**config.mk**
```make
export PLATFORM = sky130hd
export DESIGN_NAME = imu_uart_frame_parser
export DESIGN_NICKNAME = d
export VERILOG_FILES = /design/src/hw/rtl/iufp_pkg.sv /design/src/hw/rtl/iufp_framer.sv /design/src/hw/rtl/iufp_decode.sv /design/src/hw/rtl/imu_uart_frame_parser.sv
export SDC_FILE = /design/constraint.sdc
export NUM_CORES = 1
export LEC_CHECK = 0
export BUFFER_PORTS_ARGS = -buffer_cell sky130_fd_sc_hd__buf_2
export CAP_MARGIN = 20
export CORE_MARGIN = 1.5
export CORE_UTILIZATION = 61
export CTS_CLUSTER_DIAMETER = 40
export DETAILED_ROUTE_END_ITERATION = 10
export PLACE_DENSITY_LB_ADDON = 0.1
export SYNTH_ARGS = -nofsm -noshare
export SYNTH_HDL_FRONTEND = slang
export SYNTH_SLANG_ARGS = --single-unit
```
**constraint.sdc**
```tcl
create_clock -name clock -period 11.4 [get_ports clock]
set_input_delay 2.28 -clock clock [delete_from_list [all_inputs] [get_ports clock]]
set_output_delay 2.28 -clock clock [all_outputs]
set_load 0.02 [all_outputs]
```
**src/hw/rtl/iufp_pkg.sv**
```systemverilog
// ----------------------------------------------------------------------------
// iufp_pkg
// Shared types and constants for the inertial sensor serial frame parser.
// ----------------------------------------------------------------------------
package iufp_pkg;

   localparam logic [7:0]  HDR0        = 8'hAA;
   localparam logic [7:0]  HDR1        = 8'h00;
   localparam int          PAYLOAD_LEN = 12;
   localparam logic [3:0]  CHK_IDX     = 4'd12;
   localparam logic [3:0]  FRAME_LEN   = 4'd13;
   localparam logic [15:0] SENTINEL    = 16'h7FFF;

   // heading = ((-raw + 36005) mod 36000) / 10
   localparam logic signed [17:0] HEAD_BIAS = 18'sd36005;
   localparam logic [17:0]        HEAD_MOD  = 18'd36000;
   // x / 10 == (x * 52429) >> 19, exact for x below 36000
   localparam logic [15:0]        RECIP_10  = 16'd52429;
   localparam int                 RECIP_SH  = 19;
   localparam int                 HEAD_W    = 12;

   localparam logic OP_BYTE   = 1'b0;
   localparam logic OP_REZERO = 1'b1;

   typedef enum logic [2:0] {
      PH_HUNT = 3'b001,
      PH_HDR  = 3'b010,
      PH_BODY = 3'b100
   } phase_type;

   typedef logic [PAYLOAD_LEN-1:0][7:0] payload_type;

   // per-item event from the framer to the decoder
   typedef struct packed {
      logic        done;     // checksum byte (13th after the header) processed
      logic        ok;       // checksum matched
      logic        rezero;   // rezero item processed
      payload_type payload;
   } frm_evt_type;

endpackage

```
**src/hw/rtl/iufp_framer.sv**
```systemverilog
// ----------------------------------------------------------------------------
// iufp_framer
// Header hunt, payload byte store and running checksum.
// ----------------------------------------------------------------------------
module iufp_framer (
   input  logic                  clock,
   input  logic                  reset,
   input  logic                  fire,
   input  logic                  opcode,
   input  logic [7:0]            rx_byte,
   output iufp_pkg::frm_evt_type evt
);

   iufp_pkg::phase_type phase_ff, phase_in;
   logic [3:0]          cnt_ff, cnt_in;
   logic [7:0]          csum_ff, csum_in;
   logic [7:0]          bytes_ff [iufp_pkg::PAYLOAD_LEN];
   logic [3:0]          idx;
   logic                store;
   logic                done;
   logic                ok;

   always_comb begin
      phase_in = phase_ff;
      cnt_in   = cnt_ff;
      csum_in  = csum_ff;
      idx      = (cnt_ff >= iufp_pkg::FRAME_LEN) ? 4'd0 : cnt_ff;
      store    = 1'b0;
      done     = 1'b0;
      ok       = 1'b0;
      if (fire && opcode == iufp_pkg::OP_BYTE) begin
         unique case (phase_ff)
            iufp_pkg::PH_HDR: begin
               if (rx_byte == iufp_pkg::HDR1) begin
                  phase_in = iufp_pkg::PH_BODY;
               end else begin
                  phase_in = iufp_pkg::PH_HUNT;
                  cnt_in   = 4'd0;
               end
            end
            iufp_pkg::PH_BODY: begin
               if (idx == iufp_pkg::CHK_IDX) begin
                  done     = 1'b1;
                  ok       = (csum_ff == rx_byte);
                  cnt_in   = 4'd0;
                  phase_in = iufp_pkg::PH_HUNT;
               end else begin
                  store   = 1'b1;
                  cnt_in  = idx + 4'd1;
                  csum_in = (idx == 4'd0) ? rx_byte : csum_ff + rx_byte;
               end
            end
            default: begin
               phase_in = (rx_byte == iufp_pkg::HDR0) ? iufp_pkg::PH_HDR : iufp_pkg::PH_HUNT;
            end
         endcase
      end
   end

   always_ff @(posedge clock) begin
      if (reset) begin
         phase_ff <= iufp_pkg::PH_HUNT;
         cnt_ff   <= 4'd0;
         csum_ff  <= 8'd0;
      end else begin
         phase_ff <= phase_in;
         cnt_ff   <= cnt_in;
         csum_ff  <= csum_in;
      end
   end

   always_ff @(posedge clock) begin
      if (store) begin
         bytes_ff[idx] <= rx_byte;
      end
   end

   always_comb begin
      evt.done   = done;
      evt.ok     = ok;
      evt.rezero = fire && opcode == iufp_pkg::OP_REZERO;
      for (int k = 0; k < iufp_pkg::PAYLOAD_LEN; k++) begin
         evt.payload[k] = bytes_ff[k];
      end
   end

endmodule

```
**src/hw/rtl/iufp_decode.sv**
```systemverilog
// ----------------------------------------------------------------------------
// iufp_decode
// Field decode, heading odometer, acceleration offsets and result register.
// ----------------------------------------------------------------------------
module iufp_decode (
   input  logic                  clock,
   input  logic                  reset,
   input  iufp_pkg::frm_evt_type evt,
   input  logic                  rsp_tready,
   output logic                  rsp_tvalid,
   output logic [175:0]          rsp_tdata,
   output logic                  rsp_tuser
);

   logic [15:0] head_word;
   logic signed [17:0] head_biased;
   logic [17:0] head_wrap;
   logic [31:0] head_prod;
   logic [iufp_pkg::HEAD_W-1:0] head_pend_ff;

   logic [7:0]  index_ff, index_in;
   logic [15:0] rate_ff, rate_in;
   logic [iufp_pkg::HEAD_W-1:0] heading_ff, heading_in;
   logic [31:0] odo_ff, odo_in;
   logic [15:0] acc_ff [3];
   logic [15:0] acc_in [3];
   logic [15:0] ofs_ff [3];
   logic [15:0] ofs_in [3];
   logic [7:0]  calib_ff, calib_in;
   logic        good;

   logic         rsp_vld_ff, rsp_vld_in;
   logic         rsp_ok_ff;
   logic [175:0] rsp_data_ff, rsp_data_in;

   // heading is computed ahead from stored bytes 1..2, long before the frame ends
   always_comb begin
      head_word   = {evt.payload[2], evt.payload[1]};
      head_biased = iufp_pkg::HEAD_BIAS - {{2{head_word[15]}}, head_word};
      head_wrap   = (unsigned'(head_biased) >= iufp_pkg::HEAD_MOD) ?
                    unsigned'(head_biased) - iufp_pkg::HEAD_MOD : unsigned'(head_biased);
      head_prod   = head_wrap[15:0] * iufp_pkg::RECIP_10;
   end

   always_ff @(posedge clock) begin
      head_pend_ff <= head_prod[iufp_pkg::RECIP_SH +: iufp_pkg::HEAD_W];
   end

   always_comb begin
      good       = evt.done && evt.ok;
      index_in   = index_ff;
      rate_in    = rate_ff;
      heading_in = heading_ff;
      odo_in     = odo_ff;
      calib_in   = calib_ff;
      for (int k = 0; k < 3; k++) begin
         acc_in[k] = acc_ff[k];
         ofs_in[k] = ofs_ff[k];
      end
      if (good) begin
         index_in   = evt.payload[0];
         rate_in    = 16'd0 - {evt.payload[4], evt.payload[3]};
         heading_in = head_pend_ff;
         odo_in     = odo_ff + {20'd0, head_pend_ff} - {20'd0, heading_ff};
         acc_in[0]  = 16'd0 - {evt.payload[8], evt.payload[7]};
         acc_in[1]  = {evt.payload[6], evt.payload[5]};
         acc_in[2]  = 16'd0 - {evt.payload[10], evt.payload[9]};
         calib_in   = evt.payload[11];
         for (int k = 0; k < 3; k++) begin
            if (ofs_ff[k] == iufp_pkg::SENTINEL) begin
               ofs_in[k] = acc_in[k];
            end
         end
      end else if (evt.rezero) begin
         odo_in   = 32'd0;
         calib_in = 8'd0;
         for (int k = 0; k < 3; k++) begin
            ofs_in[k] = acc_ff[k];
         end
      end
   end

   always_ff @(posedge clock) begin
      if (reset) begin
         index_ff   <= 8'd0;
         rate_ff    <= 16'd0;
         heading_ff <= '0;
         odo_ff     <= 32'd0;
         calib_ff   <= 8'd0;
         for (int k = 0; k < 3; k++) begin
            acc_ff[k] <= 16'd0;
            ofs_ff[k] <= iufp_pkg::SENTINEL;
         end
      end else begin
         index_ff   <= index_in;
         rate_ff    <= rate_in;
         heading_ff <= heading_in;
         odo_ff     <= odo_in;
         calib_ff   <= calib_in;
         for (int k = 0; k < 3; k++) begin
            acc_ff[k] <= acc_in[k];
            ofs_ff[k] <= ofs_in[k];
         end
      end
   end

   // result register
   always_comb begin
      rsp_data_in = {4'd0,
                     calib_in,
                     acc_in[2] - ofs_in[2],
                     acc_in[1] - ofs_in[1],
                     acc_in[0] - ofs_in[0],
                     acc_in[2],
                     acc_in[1],
                     acc_in[0],
                     odo_in,
                     heading_in,
                     rate_in,
                     index_in};
      rsp_vld_in = evt.done ? 1'b1 : (rsp_vld_ff && !rsp_tready);
   end

   always_ff @(posedge clock) begin
      if (reset) begin
         rsp_vld_ff <= 1'b0;
      end else begin
         rsp_vld_ff <= rsp_vld_in;
      end
   end

   always_ff @(posedge clock) begin
      if (evt.done) begin
         rsp_data_ff <= rsp_data_in;
         rsp_ok_ff   <= evt.ok;
      end
   end

   assign rsp_tvalid = rsp_vld_ff;
   assign rsp_tdata  = rsp_data_ff;
   assign rsp_tuser  = rsp_ok_ff;

endmodule

```
**src/hw/rtl/imu_uart_frame_parser.sv**
```systemverilog
// ----------------------------------------------------------------------------
// imu_uart_frame_parser
// Serial frame parser for an inertial sensor: header hunt, checksum, decode.
// ----------------------------------------------------------------------------
// Takes one item per clock: a received serial byte or a rezero command
// (req_tuser). After the header 0xAA 0x00 it gathers 12 payload bytes and a
// checksum byte; the checksum byte yields one result with checksum_ok in
// rsp_tuser, holding the previous values when the checksum fails. Each item
// passes an input register and one decode stage, so a result is registered
// as its checksum byte leaves the input register. A new item is taken every
// cycle unless a result is waiting on rsp_tready. The heading divide by ten
// is a single 16x16 reciprocal multiply, registered ahead of the frame end
// from the stored heading bytes.
// ----------------------------------------------------------------------------
module imu_uart_frame_parser (
   input  logic         clock,
   input  logic         reset,
   input  logic         req_tvalid,
   output logic         req_tready,
   input  logic [7:0]   req_tdata,   // rx_byte
   input  logic         req_tuser,   // opcode
   output logic         rsp_tvalid,
   input  logic         rsp_tready,
   // frame_index, rate, heading, odometer, accel_x, accel_y, accel_z,
   // accel_x_diff, accel_y_diff, accel_z_diff, calib_status, zero pad
   output logic [175:0] rsp_tdata,
   output logic         rsp_tuser    // checksum_ok
);

   logic                  in_vld_ff, in_vld_in;
   logic                  in_op_ff;
   logic [7:0]            in_byte_ff;
   logic                  go;
   logic                  fire;
   iufp_pkg::frm_evt_type evt;

   assign go         = !rsp_tvalid || rsp_tready;
   assign fire       = in_vld_ff && go;
   assign req_tready = !in_vld_ff || go;
   assign in_vld_in  = (req_tvalid && req_tready) ? 1'b1 : (in_vld_ff && !go);

   always_ff @(posedge clock) begin
      if (reset) begin
         in_vld_ff <= 1'b0;
      end else begin
         in_vld_ff <= in_vld_in;
      end
   end

   always_ff @(posedge clock) begin
      if (req_tvalid && req_tready) begin
         in_op_ff   <= req_tuser;
         in_byte_ff <= req_tdata;
      end
   end

   iufp_framer u_framer (
      .clock   (clock),
      .reset   (reset),
      .fire    (fire),
      .opcode  (in_op_ff),
      .rx_byte (in_byte_ff),
      .evt     (evt)
   );

   iufp_decode u_decode (
      .clock      (clock),
      .reset      (reset),
      .evt        (evt),
      .rsp_tready (rsp_tready),
      .rsp_tvalid (rsp_tvalid),
      .rsp_tdata  (rsp_tdata),
      .rsp_tuser  (rsp_tuser)
   );

   // heading always within 0..3599 tenths of a degree
   a_heading_range: assert property (@(posedge clock) disable iff (reset)
      rsp_tvalid |-> rsp_tdata[35:24] < 12'd3600)
      else $error("heading out of range");

   // a fresh result comes only from an item held in the input register
   a_result_source: assert property (@(posedge clock) disable iff (reset)
      rsp_tvalid && !$past(rsp_tvalid && !rsp_tready) |-> $past(in_vld_ff))
      else $error("result without a processed item");

   // a held item is not dropped while the result side stalls
   a_hold_item: assert property (@(posedge clock) disable iff (reset)
      in_vld_ff && rsp_tvalid && !rsp_tready |=> in_vld_ff)
      else $error("input item lost during stall");

endmodule
```
# Yosys cells after proc, flatten, opt, wreduce, memory -nomap -nowiden
# Memories as Yosys holds them, arrays and structs flattened.
# Cells that the tools add are included.
# totals
ramBits,192
mem_bits_ro,0
regBits,287
output_inout_bits,179
latchBits,0
mem_count,3
word_cells,115
# classes
n_div,0
bitwise_logic,8
eq_ne,10
add_sub_neg,12
n_lt_le_gt_ge,2
mux,45
mul,1
shifts,0
reduce_logical,19
# mem_list
name,words,word_bits,rd,rd_clocked_by_memory_dff,write_ports,line,text
u_framer.bytes_ff,12,8,12,0,1,iufp_framer.sv:17,logic [7:0] bytes_ff [iufp_pkg::PAYLOAD_LEN];
u_decode.acc_ff,3,16,3,0,3,iufp_decode.sv:25,logic [15:0] acc_ff [3];
u_decode.ofs_ff,3,16,3,0,3,iufp_decode.sv:27,logic [15:0] ofs_ff [3];
# op_table
cell,n
two-way mux 16 bit,11
two-way mux 48 bit,3
two-way mux 32 bit,2
equality test 16 x 15 -> 1 bit (second input constant),3
subtractor 1 x 16 -> 16 bit (first input constant),3
subtractor 16 bit,3
adder 32 x 12 -> 32 bit,1
two-way mux 8 bit,4
subtractor 32 x 12 -> 32 bit,1
multiplier 16 x 16 -> 31 bit (second input constant),1
>= comparator 18 x 16 -> 1 bit (second input constant),1
subtractor 17 x 16 -> 18 bit (first input constant),1
two-way mux 1 bit,16
subtractor 16 bit (second input constant),1
two-way mux 12 bit,1
two-way mux 4 bit,3
adder 8 bit,1
equality test 8 bit,1
equality test 8 bit (second input constant),1
logical NOT 8 bit,1
one-hot mux 4 bit (2 select lines),1
logical AND 1 bit,7
two-way mux 3 bit,2
bitwise OR 1 bit,6
other kinds (16),22

# Depth between registers and ports, before layout
# logic_depth
word_depth,9
ltp_mapped,35

# Hierarchy
# Synthesis repeated with hierarchy kept, for this count alone.
# hier_totals
cells_unflattened,2608
hier_area_um2,26953.4
# modules_own_cells
module,cells_per_inst,instances,area_per_inst_um2
iufp_decode,2330,1,22440.3
iufp_framer,262,1,4170.2
imu_uart_frame_parser,16,1,342.8

# Worst setup path after synthesis
# Ideal clock, no wire load.
# synth_path
kind,register to register
startpoint,memory u_framer.bytes_ff[1][1]
endpoint,register u_decode.head_pend_ff[11] in the netlist's numbering
arrival_time_ns,8.005
path_stages_with_launch,30
n_path_buf,0
setup_ns,0.072
period_less_slack_ns,8.078
slack_ns,3.322
cell_sequence,edfxtp_1 > a211oi_2 > nor2b_1 > xnor2_1 > ha_1 > nand4_1 > or2_2 > a21o_1 > a211o_2 > a21oi_1 > xnor2_1 > inv_1 > ha_1 > fa_1 > fa_1 > fa_1 > fa_1 > inv_1 > fa_1 > inv_1 > ha_1 > a21o_1 > a21o_1 > a21oi_1 > nor2b_1 > a41o_1 > o31ai_1 > o211ai_1 > a31oi_1 > xnor2_1
# synth_lines
element,line,text
"start, declared",iufp_framer.sv:17,
"end signal, assigned",iufp_decode.sv:46,head_pend_ff <= head_prod[iufp_pkg::RECIP_SH +: iufp_pkg::HEAD_W];
"end, declared",iufp_decode.sv:19,logic [iufp_pkg::HEAD_W-1:0] head_pend_ff;

==> impl_metrics.ini <==
[die]
num_io_pins = 192
die-area_mm2 = 0.0450
fp.dieH_um = 212
fp.coreArea_mm2 = 0.0431
initial_utilization_pct = 61.9
die_w_um = 212
fp-row-count = 76

[setup_path]
critPathBufInv = 4
path_max_fanout = 11
cp_slowest_cell = edfxtp_1
critPathKind = reg2reg
endpoint_kind = flop
critPathLaunchType = flop
worst-r2r-setup-slack_ns = 2.47
cp_data_arrival_time_ns = 9.46
crit_family = compound AO/OA/AOI/OAI gates
cp.required_ns = 11.93
cpPeakStageDelay_ns = 0.57

[logic_synthesis]
avgSynthCellArea_um2 = 10.3
synth_edf_count = 278
ys_seq_elements = 479
netlist_area_mm2 = 0.0267
yosys_warnings = 0
synthArstFlopShare_pct = 0
synth_cell_type_count = 85
synth-main-ff-cell = edfxtp_1
syn-instance-count = 2586
ys_seq_area_share_pct = 46.4

[clock_network]
post_cts_buffers = 0
cts-resized-gates = 0
ctsHoldBuffers = 0
clk_pin_slew_ns = 0.06
clockBufferDepth = 3
cts_tree = done
cts-buffers-inserted = 58
root_buffer = clkbuf_16
h-tree-depth = 2
clkLatencyLatePin_ns = 0.61
clock_sinks = 479

[timing]
slew_viol_final = 0
relSlewSlack_pct = 26.5
setup_viol = 0
fin_crit_ns = 8.93
tightest_slew_ns = 1.10
finalHoldViolCount = 0
rsz0062_at_grt = false
fin_skew_ns = 0.0240
fin_tns_setup_ns = 0
period_share_pct = 78.3
fmax_mhz = 112
hold_slack_ns = 0.459

[cells_and_area]
stdcell_count = 3406
final_util_pct = 70.0
final-seq-area_mm2 = 0.0124
nets = 3097
multi_input_comb_area_mm2 = 0.0129
antenna_cells = 0
drive_above_1_share_pct = 12.0
area_growth_pct = 13.2
nFillCells = 3228

[placement]
place_inst = 3296
port_buffers = 187
hpwl_um = 42800
gp_congestion = 0.933

[routing]
postRouteAntennaNets = 0
first_pass_iters = 5
wl_per_cell_um = 17.4
dr.first_iter.drc_count = 1378
num_vias = 19104
routed_wl_um = 59100
drc = 0
avgViaCountPerCell = 5.61

[run_status]
status = complete, no violations

[global_route]
groute.usage.overall_pct = 26.5
overflow = 0
grt_pass1_vias = 18662
grt_max_degree = 99
grt_pass1_wl_um = 94400
antenna_found_initial = 0

[pwr]
intPower_w = 0.00301
p_seq_share_pct = 48.0
powerDensity_mw_per_mm2 = 128
pwr-share-comb_pct = 3.5
cellLeakagePower_nw = 12.6
sw_frac_of_total_pct = 21.9
p_switching_w = 0.000842
irDropWorstVdd_uv = 138
clkPwrFrac_pct = 48.5

[run]
cap_violations = 0

[worst_hold_path]
hold_path.class = reg2reg
-- final timing paths --
check,startpoint,end,cells after the start
setup / recovery,u_framer.bytes_ff[1][1]$_DFFE_PP_,u_decode.head_pend_ff[11]$_DFF_P_,31
hold / removal,u_decode.rate_ff[9]$_SDFF_PP0_,u_decode.rate_ff[9]$_SDFF_PP0_,2
setup reg to reg,u_framer.bytes_ff[1][1]$_DFFE_PP_,u_decode.head_pend_ff[11]$_DFF_P_,31
hold reg to reg,u_decode.rate_ff[9]$_SDFF_PP0_,u_decode.rate_ff[9]$_SDFF_PP0_,2
-- registers in the layout, summed over array words and instances (netlist names) --
signal,cells
in_byte_ff,8
in_op_ff,1
in_vld_ff,1
u_decode.acc_ff,48
u_decode.calib_ff,8
u_decode.head_pend_ff,12
u_decode.heading_ff,12
u_decode.index_ff,8
u_decode.odo_ff,32
u_decode.ofs_ff,48
u_decode.rate_ff,16
u_decode.rsp_tdata,172
u_decode.rsp_tuser,1
u_decode.rsp_tvalid,1
u_framer.bytes_ff,96
u_framer.cnt_ff,4
u_framer.csum_ff,8
u_framer.phase_ff,3
-- metrics by stage --
step	total power (W)	instance area [um2]	worst slack, ns
after floorplan	0.00198	26700	3.32
after global placement	0.00202	28200	2.76
after detailed placement	0.00202	28200	2.57
after CTS	0.00388	30200	2.55
after global routing	0.00397	30200	1.91
final	0.00385	30200	2.47
-- Yosys cell counts (58+ instances only) --
master / number / area, um2
nand2_1: 324 / 1220
nor2_1: 136 / 510
nor2b_1: 64 / 400
xnor2_1: 90 / 788
nand2b_1: 58 / 363
dfxtp_1: 201 / 4020
fa_1: 94 / 1880
ha_1: 219 / 2740
inv_1: 293 / 1100
clkbuf_1: 63 / 236
a21oi_1: 149 / 746
o21ai_0: 94 / 470
edfxtp_1: 278 / 8350
-- power groups by stage --
stage,combinational (W),clock (W),sequential (W)
after floorplan,0.0000919,0,0.00188
after global placement,0.000131,0,0.00188
after detailed placement,0.000134,0,0.00189
after CTS,0.000135,0.00189,0.00185
after global routing,0.000150,0.00197,0.00185
final,0.000136,0.00187,0.00185
-- cell families after synthesis --
group / count (synthesis) / share of synthesized area, %
flip-flops: 479 / 46.4
other: 1 / 0.0141
AO/OA/AOI/OAI: 462 / 11.3
buffers and inverters: 376 / 5.36
multiplexers: 19 / 0.718
XOR/XNOR: 143 / 4.73
AND/OR/NAND/NOR: 793 / 14.1
adder cells (fa/ha/maj): 313 / 17.3
-- worst min-delay path, stage by stage (launching register included) --
cell and delay (ns):
dfxtp_1 0.29, nand2_1 0.06, a21oi_1 0.06
-- routing by layer --
layer | track usage (%) | vias up | routed length, um
li1 | - | 9283 | -
met1 | 35.7 | 9144 | 26500
met2 | 44.5 | 568 | 28100
met3 | 3.59 | 109 | 3200
met4 | 8.13 | 0 | 1320
met5 | 0 | - | 0
-- cell usage in the layout (no fill, tap or decap), types with 14 or more instances in the layout --
cell | synthesis | routed
ha_1 | 219 | 219
a21oi_1 | 149 | 149
inv_1 | 293 | 292
xnor2_1 | 90 | 90
nor2_1 | 136 | 136
nand4_1 | 17 | 17
a21o_1 | 27 | 27
buf_2 | 3 | 186
nand3_1 | 46 | 45
and2_1 | 17 | 17
or3_1 | 21 | 20
edfxtp_1 | 278 | 278
xor2_1 | 52 | 52
fa_1 | 94 | 94
nor4_1 | 16 | 16
nor3_1 | 46 | 46
buf_4 | 4 | 17
a211oi_1 | 15 | 15
clkbuf_16 | 0 | 60
nand2_1 | 324 | 324
a21boi_0 | 14 | 14
mux2i_1 | 18 | 18
dfxtp_1 | 201 | 201
nor2b_1 | 64 | 64
nand2b_1 | 58 | 58
o21a_1 | 14 | 14
o21ai_0 | 94 | 94
-- final cells by class --
cell class	instances	area share (%)
Tap cell	585	2.43
Inverter	295	3.69
Clock buffer	73	5.27
Multi-Input combinational cell	1734	42.7
Sequential cell	479	41.0
Timing Repair Buffer	203	3.51
Clock inverter	37	1.41
Note: power is estimated with default switching activity, not from simulation.
